==> config.mk <==
export PLATFORM = sky130hd
export DESIGN_NAME = ssg_sine_lut
export DESIGN_NICKNAME = d
export VERILOG_FILES = /design/src/design/ssg_pkg.sv /design/src/design/ssg_sine_lut.sv
export SDC_FILE = /design/constraint.sdc
export NUM_CORES = 1
export LEC_CHECK = 0
export ABC_AREA = 1
export BUFFER_PORTS_ARGS = -buffer_cell sky130_fd_sc_hd__buf_4
export CORE_MARGIN = 4
export CORE_UTILIZATION = 60
export DETAILED_ROUTE_END_ITERATION = 12
export PLACE_DENSITY_LB_ADDON = 0.3
export SYNTH_ARGS = -nofsm -noshare
export SYNTH_HDL_FRONTEND = slang
export SYNTH_SLANG_ARGS = --single-unit
==> constraint.sdc <==
create_clock -name vclk -period 13.13
set_input_delay 1.313 -clock vclk [all_inputs]
set_output_delay 1.313 -clock vclk [all_outputs]
set_load 0.005 [all_outputs]
==> src/design/ssg_pkg.sv <==
// Shared types, constants and sine table functions for the sine sweep generator.
package ssg_pkg;

   localparam int DEF_PHASE_BITS      = 48;
   localparam int DEF_SINE_TABLE_BITS = 10;
   localparam int DEF_SAMPLE_BITS     = 16;

   localparam int CNT_W  = 24;
   localparam int INC_W  = 48;
   localparam int RAT_W  = 32;
   localparam int AMP_W  = 16;
   localparam int CSR_IDX_W = 3;
   localparam int CSR_DAT_W = 48;

   localparam logic [CSR_IDX_W-1:0] CSR_SWEEP_MODE      = 3'd0;
   localparam logic [CSR_IDX_W-1:0] CSR_SWEEP_LENGTH    = 3'd1;
   localparam logic [CSR_IDX_W-1:0] CSR_START_INCREMENT = 3'd2;
   localparam logic [CSR_IDX_W-1:0] CSR_INCREMENT_DELTA = 3'd3;
   localparam logic [CSR_IDX_W-1:0] CSR_INCREMENT_RATIO = 3'd4;
   localparam logic [CSR_IDX_W-1:0] CSR_AMPLITUDE       = 3'd5;

   localparam logic             MODE_LINEAR      = 1'b0;
   localparam logic [CNT_W-1:0] RST_SWEEP_LENGTH = 24'd19200;
   localparam logic [RAT_W-1:0] RST_RATIO        = 32'h4000_0000;
   localparam logic [AMP_W-1:0] RST_AMPLITUDE    = 16'h8000;

   typedef struct packed {
      logic                    sweep_mode;
      logic [CNT_W-1:0]        sweep_length;
      logic [INC_W-1:0]        start_increment;
      logic signed [INC_W-1:0] increment_delta;
      logic [RAT_W-1:0]        increment_ratio;
      logic [AMP_W-1:0]        amplitude;
   } cfg_type;

   typedef struct packed {
      logic [CNT_W-1:0] sample_index;
      logic             last;
      logic             ended;
   } status_type;

   function automatic longint mul_q30(longint a, longint b);
      logic   neg;
      longint m;
      longint r;
      neg = (a < 0);
      m = neg ? -a : a;
      r = (m * b) >>> 30;
      return neg ? -r : r;
   endfunction

   function automatic int sine_entry(int k, int qbits, int sbits);
      longint x;
      longint x2;
      longint p;
      longint fs;
      longint v;
      x  = longint'(k) <<< (30 - qbits);
      x2 = mul_q30(x, x);
      p  = -64'sd3864;
      p  = 64'sd172272 + mul_q30(p, x2);
      p  = -64'sd5026995 + mul_q30(p, x2);
      p  = 64'sd85569306 + mul_q30(p, x2);
      p  = -64'sd693598669 + mul_q30(p, x2);
      p  = 64'sd1686629713 + mul_q30(p, x2);
      p  = mul_q30(p, x);
      if (p < 0) p = 0;
      if (p > (64'sd1 <<< 30)) p = 64'sd1 <<< 30;
      fs = (64'sd1 <<< (sbits - 1)) - 1;
      v  = (p * fs + (64'sd1 <<< 29)) >>> 30;
      return int'(v);
   endfunction

endpackage

==> src/design/ssg_sine_lut.sv <==
// Quarter-wave sine lookup with mirroring and Q1.15 amplitude scaling.
module ssg_sine_lut #(
   parameter int SINE_TABLE_BITS = ssg_pkg::DEF_SINE_TABLE_BITS,
   parameter int SAMPLE_BITS     = ssg_pkg::DEF_SAMPLE_BITS
) (
   input  logic [SINE_TABLE_BITS-1:0]   table_index,
   input  logic [ssg_pkg::AMP_W-1:0]    amplitude,
   output logic signed [SAMPLE_BITS-1:0] sample
);
   import ssg_pkg::*;

   localparam int QBITS   = SINE_TABLE_BITS - 2;
   localparam int QUARTER = 1 << QBITS;
   localparam int MAGW    = SAMPLE_BITS - 1;
   localparam int PRODW   = MAGW + AMP_W + 1;
   localparam logic [QBITS:0]    QUARTER_K = (QBITS+1)'(QUARTER);
   localparam logic [MAGW-1:0]   PEAK      = MAGW'(sine_entry(QUARTER, QBITS, SAMPLE_BITS));
   localparam logic [SAMPLE_BITS-1:0] FULL_SCALE = SAMPLE_BITS'((1 << (SAMPLE_BITS - 1)) - 1);

   logic [MAGW-1:0]        qtab [QUARTER];
   logic [1:0]             quadrant;
   logic [QBITS-1:0]       offset;
   logic [QBITS:0]         k;
   logic [MAGW-1:0]        mag;
   logic                   neg;
   logic [PRODW-1:0]       prod;
   logic [PRODW-16:0]      rounded;
   logic [SAMPLE_BITS-1:0] limit;
   logic [SAMPLE_BITS-1:0] clipped;

   for (genvar i = 0; i < QUARTER; i++) begin : g_tab
      assign qtab[i] = MAGW'(sine_entry(i, QBITS, SAMPLE_BITS));
   end

   always_comb begin
      quadrant = table_index[SINE_TABLE_BITS-1 -: 2];
      offset   = table_index[QBITS-1:0];
      k        = quadrant[0] ? (QUARTER_K - {1'b0, offset}) : {1'b0, offset};
      mag      = k[QBITS] ? PEAK : qtab[k[QBITS-1:0]];
      neg      = quadrant[1];
      prod     = PRODW'(mag) * PRODW'(amplitude);
      prod     = prod + PRODW'(16384);
      rounded  = prod[PRODW-1:15];
      limit    = neg ? (FULL_SCALE + SAMPLE_BITS'(1)) : FULL_SCALE;
      if (rounded > (PRODW-15)'(limit)) begin
         clipped = limit;
      end else begin
         clipped = rounded[SAMPLE_BITS-1:0];
      end
      sample = neg ? signed'(-clipped) : signed'(clipped);
   end

endmodule

==> qor.txt <==
Final setup violation count -> 0
HPWL after DPL -> 43200 µm
setup tns final -> 0 ps
Netlist cell types -> 56
Worst Tran Pin Value -> 739 ps
Fillers -> 1841
Initial Util -> 0.607
CP startpoint kind -> primary input
gr usage total -> 0.425
Synth top cells by count -> 548 x nand2_1, 373 x inv_1, 222 x nor2_1
vias per cell -> 6.27
fin crit period -> 12750 ps
Synth Instances -> 2065
drt wl/cell -> 21.1 µm
die area -> 0.0244 mm²
boundary pin count -> 42
Post-route DRC -> 0
Yosys warnings -> 0
share of the yosys chip area belonging to registers -> 0
syn nets -> 2417
Synth area leader -> fa_1
DR vias -> 15800
GPL Wtd Cong -> 1.20
slowest stage delay, CP -> 570 ps
vias in the first global route -> 15400
CP required -> 11820 ps
Largest delay share family, worst path -> adder cells
post-layout instance area -> 0.0155 mm²
Nets -> 2593
Rel. slew slack -> 0.506
CORE AREA -> 0.0218 mm²
most frequent cell after synthesis -> nand2_1
CP Capture Type -> primary output
Area Growth Syn to Fin -> 17.2%
layout cells sized above 1 -> 0.167
CTS Hold Bufs -> 0
Crit Path Category -> in -> out
DR pass1 iterations -> 10
clock buffer count -> 0
Bufs and invs on worst path -> 15
Seq. cell area -> 0 µm²
first-pass GRT wire length -> 82200 µm
drt total wl -> 53100 µm
Iter 0 DRT Violations -> 2409
die width -> 156 µm
worst endpoint data arrival time -> 11440 ps
CP max stage cell -> fa_1
synth top area cells -> fa_1 27%, nand2_1 16%, ha_1 14%
post-synth top area share -> 0.274
diode count -> 0
FF+latch count -> 0
crit share post-route -> 0.971
Max-Cap Viols -> 0
antenna violations before repair -> 1
Placement Cell Area -> 0.0149 mm²
synthesized cell area -> 0.0132 mm²
largest net degree at the start of global routing -> 47
PortBufs -> 42
Final Max Slew Viols -> 0
Die H -> 156 µm
global route overflow -> 0
f_max -> 0.0784 GHz
Hold Vio Cnt, Final -> 0
Worst Path Max Fanout -> 10
Rows -> 54
syn_area_per_cell -> 6.39 µm²
Routed Antenna Nets -> 0
status -> complete, no violations
HP Class -> in -> out
area by class of cell:
cell class                 count  area (µm²)  share of cell area
timing repair buffer         248        1960               0.127
timing repair inverter         1        7.51            0.000485
inverter                     393        1520              0.0980
tap                          280         350              0.0226
multi-input combinational   1597       11600               0.752
cells by family after synthesis:
group                      count (synthesis)  share of synthesized area
xor gates and xnor gates                   9                    0.00597
AOI/OAI and AO/OA                        295                      0.135
buffers and inverters                    468                      0.141
and+or+nand+nor                          967                      0.306
adders and majority gates                326                      0.412
through the flow:
stage	hold slack (ps)	instances	worst slack, ps	utilization
3_5_place_dp	3150	2493	118	0.685
3_3_place_gp	3130	2493	262	0.685
4_1_cts	3150	2493	60.8	0.685
2_1_floorplan	2910	2065	830	-
6_report	3170	2519	375	0.711
5_1_grt	3210	2519	-59.9	0.711
path summary, 6_finish.rpt:
check / startpoint / to / slack, ps / cells after the start
setup / recovery: table_index[1] / sample[15] / 380 / 56
hold / removal: table_index[9] / sample[9] / 3170 / 5
placed cells by master, fill, tap and decap left out, types with 10 or more instances in the layout:
cell / n
nand3_1: 126
o21ai_1: 19
a21oi_1: 85
nor2_1: 209
o2111ai_1: 12
buf_4: 238
nor2_2: 16
inv_1: 366
ha_1: 142
o211ai_1: 19
o21ai_0: 75
nand2_1: 537
inv_2: 10
fa_1: 181
nand2_2: 25
tightest hold or removal path: stages:
cell     delay (ps)
buf_4           240
nand2_1         110
nand2_1          40
nand2_1          50
buf_4           100
routing by layer:
metal,vias to the layer above,wire [µm],GRT usage
met4,10,2130,0.102
met1,7333,20000,0.580
li1,6870,-,-
met2,1309,20900,0.607
met5,-,265,0.0675
met3,270,9840,0.203
timing repair:
item,in CTS,in global routing
gates resized for setup,0,108
setup buffers,0,24
setup endpoints to repair,0,16
Power is left out: the tool's default activity adds up to more than one toggle a clock period on the data nets, which glitch-free logic cannot reach.
