--- config.mk ---
export PLATFORM = sky130hd
export DESIGN_NAME = ssg_sweep_state
export DESIGN_NICKNAME = d
export VERILOG_FILES = /design/src/design/ssg_pkg.sv /design/src/design/ssg_sweep_state.sv
export SDC_FILE = /design/constraint.sdc
export NUM_CORES = 2
export LEC_CHECK = 0
export ABC_AREA = 1
export BUFFER_PORTS_ARGS = -buffer_cell sky130_fd_sc_hd__buf_2
export CAP_MARGIN = 20
export CORE_ASPECT_RATIO = 1.5
export CORE_UTILIZATION = 55
export DETAILED_ROUTE_END_ITERATION = 10
export PLACE_DENSITY = 0.72
export SLEW_MARGIN = 20
export SYNTH_ARGS = -nofsm -noshare
export SYNTH_HDL_FRONTEND = slang
export SYNTH_SLANG_ARGS = --single-unit
--- constraint.sdc ---
create_clock -name clock -period 29.2 [get_ports clock]
set_input_delay 4.38 -clock clock [delete_from_list [all_inputs] [get_ports clock]]
set_output_delay 4.38 -clock clock [all_outputs]
set_load 0.01 [all_outputs]
--- src/design/ssg_pkg.sv ---
// Shared types, constants and sine table functions for the sine sweep generator.
package ssg_pkg;

   localparam int DEF_PHASE_BITS      = 48;
   localparam int DEF_SINE_TABLE_BITS = 10;
   localparam int DEF_SAMPLE_BITS     = 16;

   localparam int CNT_W  = 24;
   localparam int INC_W  = 48;
   localparam int RAT_W  = 32;
   localparam int AMP_W  = 16;
   localparam int CSR_IDX_W = 3;
   localparam int CSR_DAT_W = 48;

   localparam logic [CSR_IDX_W-1:0] CSR_SWEEP_MODE      = 3'd0;
   localparam logic [CSR_IDX_W-1:0] CSR_SWEEP_LENGTH    = 3'd1;
   localparam logic [CSR_IDX_W-1:0] CSR_START_INCREMENT = 3'd2;
   localparam logic [CSR_IDX_W-1:0] CSR_INCREMENT_DELTA = 3'd3;
   localparam logic [CSR_IDX_W-1:0] CSR_INCREMENT_RATIO = 3'd4;
   localparam logic [CSR_IDX_W-1:0] CSR_AMPLITUDE       = 3'd5;

   localparam logic             MODE_LINEAR      = 1'b0;
   localparam logic [CNT_W-1:0] RST_SWEEP_LENGTH = 24'd19200;
   localparam logic [RAT_W-1:0] RST_RATIO        = 32'h4000_0000;
   localparam logic [AMP_W-1:0] RST_AMPLITUDE    = 16'h8000;

   typedef struct packed {
      logic                    sweep_mode;
      logic [CNT_W-1:0]        sweep_length;
      logic [INC_W-1:0]        start_increment;
      logic signed [INC_W-1:0] increment_delta;
      logic [RAT_W-1:0]        increment_ratio;
      logic [AMP_W-1:0]        amplitude;
   } cfg_type;

   typedef struct packed {
      logic [CNT_W-1:0] sample_index;
      logic             last;
      logic             ended;
   } status_type;

   function automatic longint mul_q30(longint a, longint b);
      logic   neg;
      longint m;
      longint r;
      neg = (a < 0);
      m = neg ? -a : a;
      r = (m * b) >>> 30;
      return neg ? -r : r;
   endfunction

   function automatic int sine_entry(int k, int qbits, int sbits);
      longint x;
      longint x2;
      longint p;
      longint fs;
      longint v;
      x  = longint'(k) <<< (30 - qbits);
      x2 = mul_q30(x, x);
      p  = -64'sd3864;
      p  = 64'sd172272 + mul_q30(p, x2);
      p  = -64'sd5026995 + mul_q30(p, x2);
      p  = 64'sd85569306 + mul_q30(p, x2);
      p  = -64'sd693598669 + mul_q30(p, x2);
      p  = 64'sd1686629713 + mul_q30(p, x2);
      p  = mul_q30(p, x);
      if (p < 0) p = 0;
      if (p > (64'sd1 <<< 30)) p = 64'sd1 <<< 30;
      fs = (64'sd1 <<< (sbits - 1)) - 1;
      v  = (p * fs + (64'sd1 <<< 29)) >>> 30;
      return int'(v);
   endfunction

endpackage

--- src/design/ssg_sweep_state.sv ---
// Phase accumulator, phase increment and sample counter of the sweep.
module ssg_sweep_state #(
   parameter int PHASE_BITS = ssg_pkg::DEF_PHASE_BITS
) (
   input  logic                   clock,
   input  logic                   reset,
   input  logic                   step,
   input  logic                   restart,
   input  ssg_pkg::cfg_type       cfg,
   output logic [PHASE_BITS-1:0]  phase,
   output ssg_pkg::status_type    status
);
   import ssg_pkg::*;

   localparam int LW = ((PHASE_BITS > INC_W) ? PHASE_BITS : INC_W) + 2;
   localparam logic [PHASE_BITS-1:0] PMASK = '1;

   logic [PHASE_BITS-1:0] acc_ff, acc_in;
   logic [PHASE_BITS-1:0] inc_ff, inc_in;
   logic [CNT_W-1:0]      cnt_ff, cnt_in;

   logic [PHASE_BITS-1:0] acc_e;
   logic [PHASE_BITS-1:0] inc_e;
   logic [CNT_W-1:0]      cnt_e;
   logic [63:0]           start64;
   logic [63:0]           incx;
   logic                  ended;
   logic signed [LW-1:0]  lin_sum;
   logic [PHASE_BITS-1:0] lin_next;
   logic [63:0]           prod_hi;
   logic [63:0]           prod_lo;
   logic [66:0]           exp_sum;
   logic [PHASE_BITS-1:0] exp_next;
   logic [PHASE_BITS-1:0] inc_next;

   always_comb begin
      start64 = 64'(cfg.start_increment);
      acc_e   = restart ? '0 : acc_ff;
      inc_e   = restart ? start64[PHASE_BITS-1:0] : inc_ff;
      cnt_e   = restart ? '0 : cnt_ff;
      ended   = (cnt_e >= cfg.sweep_length);

      lin_sum = LW'(signed'({1'b0, inc_e})) + LW'(signed'(cfg.increment_delta));
      if (lin_sum < 0) begin
         lin_next = '0;
      end else if (lin_sum[LW-1:PHASE_BITS] != '0) begin
         lin_next = PMASK;
      end else begin
         lin_next = lin_sum[PHASE_BITS-1:0];
      end

      incx    = 64'(inc_e);
      prod_hi = 64'(incx[63:32]) * 64'(cfg.increment_ratio);
      prod_lo = 64'(incx[31:0]) * 64'(cfg.increment_ratio);
      exp_sum = {1'b0, prod_hi, 2'b00} + 67'(prod_lo[63:30]);
      if (exp_sum[66:PHASE_BITS] != '0) begin
         exp_next = PMASK;
      end else begin
         exp_next = exp_sum[PHASE_BITS-1:0];
      end

      inc_next = (cfg.sweep_mode == MODE_LINEAR) ? lin_next : exp_next;

      acc_in = ended ? acc_e : acc_e + inc_e;
      inc_in = ended ? inc_e : inc_next;
      cnt_in = ended ? cnt_e : cnt_e + CNT_W'(1);

      phase               = acc_e;
      status.sample_index = cnt_e;
      status.last         = (({1'b0, cnt_e} + (CNT_W+1)'(1)) == {1'b0, cfg.sweep_length});
      status.ended        = ended;
   end

   always_ff @(posedge clock) begin
      if (reset) begin
         acc_ff <= '0;
         inc_ff <= '0;
         cnt_ff <= '0;
      end else if (step) begin
         acc_ff <= acc_in;
         inc_ff <= inc_in;
         cnt_ff <= cnt_in;
      end
   end

endmodule

==> run summary <==
RUN STATUS
--------------------------------------------------------------------------------
Status                                                                 completed

CLOCK TREE
--------------------------------------------------------------------------------
Setup Fix Bufs, Post-CTS                                                       0
Clk sinks                                                                    120
Root Driver                                                            clkbuf_16
Maximum clock path buffer count                                                2
CTS H-tree depth                                                               4
Quantity of gates resized following cts                                        0
CTS buffer count                                                              17
Clk slew on worst S/H paths                                              0.06 ns
Clk_lat worst skew                                                       0.47 ns
Hold-fix buffers at CTS                                                        0
Clock tree from TritonCTS                                                    yes

YOSYS
--------------------------------------------------------------------------------
Cell types occupying the most area after synthesis                  fa_1 (40%), nand2_1 (11%), inv_1 (10%)
Synthesis warning total                                                        0
Primary flip-flop cell chosen by synthesis mapping                       dfxtp_1
Post-synth EDFFs                                                               0
Gate Count Post-Synth                                                       8923
Total nets after synthesis                                                 10950
Flops & latches, synth                                                       120
Async S/R FF share, synth                                                     0%
Synth cell types                                                              56
Post-synth top area cell                                                    fa_1
Post-synthesis sequential area ratio                                      3.672%
Yosys top cell area share                                                 40.27%
Total standard cell area after synthesis                            0.06541 sq mm
Post-synthesis area per instance                                     7.331 sq um

ROUTE
--------------------------------------------------------------------------------
TritonRoute pass-1 iters                                                       8
WL/cell                                                                 24.19 um
Routed Wire Length                                                     254100 um
Vias per cell                                                              5.832
Number of remaining DRC errors                                                 0
Vias post-DR                                                               61270
Drt first-iter violations                                                   5311
Post-detailed-route count of antenna-violating nets                            0

PLACEMENT
--------------------------------------------------------------------------------
Buffers on Ports                                                             230
Placer Congestion                                                          1.082
Detailed-placement wirelength estimate                                 201700 um

SETUP PATH
--------------------------------------------------------------------------------
CP Capture Point                                                       inc_ff[5]
Reg-to-reg critical path startpoint                                   inc_ff[27]
Worst endpoint required time                                            29.49 ns
Largest incremental delay on the critical path                           0.74 ns
Critical path origin                                                     restart
Max FO, Critical Path                                                         50
CP Capture Type                                                         register
Signal arrival time at the worst endpoint                               17.25 ns
Setup Crit Path Kind                                                input port to register
Worst flop-to-flop path endpoint                                       inc_ff[5]
R2R cell count                                                                46
Reg-to-reg setup timing slack                                           16.83 ns
Critical path's slowest cell                                             nand2_2
Launching element type of the critical path                           input port

CELLS AND AREA
--------------------------------------------------------------------------------
Area growth from synthesis to layout                                      5.044%
Most frequent cells in the layout                                   nand2_1 (1966), inv_1 (1816), fa_1 (1316), nor2_1 (1122), ha_1 (533)
Commonest non-fill, non-tap cell in the layout                           nand2_1
Ratio of cells with drive above 1 in the final layout                     6.882%
# nets final                                                               10950

FLOORPLANNING
--------------------------------------------------------------------------------
Area of the core                                                    0.1177 sq mm
Floorplan die area                                                  0.1203 sq mm
FP Rows                                                                      154
Initial core utilization                                                  55.56%
Number of I/O pins                                                           247
Overall die width                                                       283.6 um
Die Height                                                              424.4 um

STA
--------------------------------------------------------------------------------
Worst-case headroom to the max-slew limit                                 21.91%
Transition time at the pin with the least slew margin                   1.164 ns
Total Neg Setup Slack                                                       0 ns
Period Utilization, post-route                                            58.07%
Post-route clock skew                                                 0.02279 ns
Final worst hold slack                                                 0.4573 ns
Final Max Slew Viols                                                           0
Final hold violations                                                          0
RSZ-0062 raised after global routing                                          no
Final count of negative-setup-slack endpoints                                  0
Crit path time final                                                    16.96 ns
Maximum clock frequency                                                58.98 MHz

GLOBAL ROUTE
--------------------------------------------------------------------------------
Global-route congestion overflow total                                         0
Number of antenna violations at the first check in global routing             11
Maximum number of pins on one net before global-route repair                 108
Overall fraction of global-route tracks in use                            42.64%
Via count of the first global-routing pass                                 63890
Global-route wire length before repair                                 379800 um

RUN
--------------------------------------------------------------------------------
MaxCap Viol Count                                                              0

MIN PATH
--------------------------------------------------------------------------------
Class of the worst hold path                                        register to register

## synth_stat cells, types with 5 or more instances
master and n:
a31oi_1 59, a21oi_2 22, nor2_1 1122, nor3_2 8
nand2_2 25, a21oi_1 517, o21bai_1 17, nand3_2 8
o21a_1 23, or2_2 90, nor4_1 16, xor2_1 146
nand3_1 110, buf_2 17, nand4_1 92, fa_1 1316
inv_1 1823, and3_1 5, xnor2_1 82, ha_1 533
o211ai_1 38, nor3_1 39, o221ai_1 7, nand2_1 1967
o21ai_0 202, a221oi_1 5, a21o_1 12, buf_6 7
dfxtp_1 120, nor2_2 18, clkbuf_1 351, inv_2 21
buf_1 15, o21ai_1 18, clkinv_1 27, o22ai_1 7
## registers in the layout (all words and copies together), names as in the netlist
| register | flops |
|---|---|
| acc_ff | 48 |
| inc_ff | 48 |
| cnt_ff | 24 |
## cell type report
cell class / count / area, sq um
Sequential cell: 120 / 2402
Multi-Input combinational cell: 6541 / 54470
Tap cell: 1560 / 1952
Timing Repair Buffer: 375 / 2285
Clock inverter: 7 / 68.82
Antenna cell: 8 / 20.02
Inverter: 1871 / 7028
Clock buffer: 23 / 488.0
Fill cell: 11290 / 49020
## through the flow
| step | utilization [%] | cell area, sq um | instances | worst slack, ns |
|---|---|---|---|---|
| after CTS | 58.32 | 68670 | 10500 | 12.71 |
| after detailed placement | 57.85 | 68110 | 10470 | 12.26 |
| after floorplan | - | 65410 | 8923 | 15.47 |
| final | 58.37 | 68710 | 10510 | 12.24 |
| after global placement | 57.83 | 68080 | 10470 | 12.38 |
| after global routing | 58.35 | 68700 | 10500 | 11.82 |
## worst min-delay path by stage
stage / end / cells after the start / slack, ns / start
finish: inc_ff[4] / 2 / 0.46 / inc_ff[4]
global route: acc_ff[0] / 2 / 0.48 / acc_ff[0]
CTS: inc_ff[4] / 2 / 0.46 / inc_ff[4]
detailed placement: inc_ff[4] / 2 / 0.45 / inc_ff[4]
global placement: inc_ff[36] / 2 / 0.45 / inc_ff[36]
floorplan: inc_ff[10] / 2 / 0.44 / inc_ff[10]
## worst max-delay path: cells and delay by family
kind	cells	cell delay [ns]
adder cells (fa/ha/maj)	10	4.85
AO/OA/AOI/OAI	7	1.87
AND/OR/NAND/NOR	18	2.87
XOR/XNOR	1	0.39
buffers and inverters	13	2.64
## kinds of logic after synthesis
kind of cell	after synthesis	synth area share [%]
and+or+nand+nor	3510	21.60
adders and majority gates	1849	50.47
buffers and inverters	2262	13.10
xor gates and xnor gates	228	3.053
AOI/OAI and AO/OA	954	8.106
DFF	120	3.672
## per-layer routing
metal  wire length, um  GRT usage (%)
met5                51              0
met3             22700          8.659
met1             86060          47.15
met4             25850          35.32
met2            119500          71.00
Power is left out: the tool's default activity adds up to more than one toggle a clock period on the data nets, which glitch-free logic cannot reach.
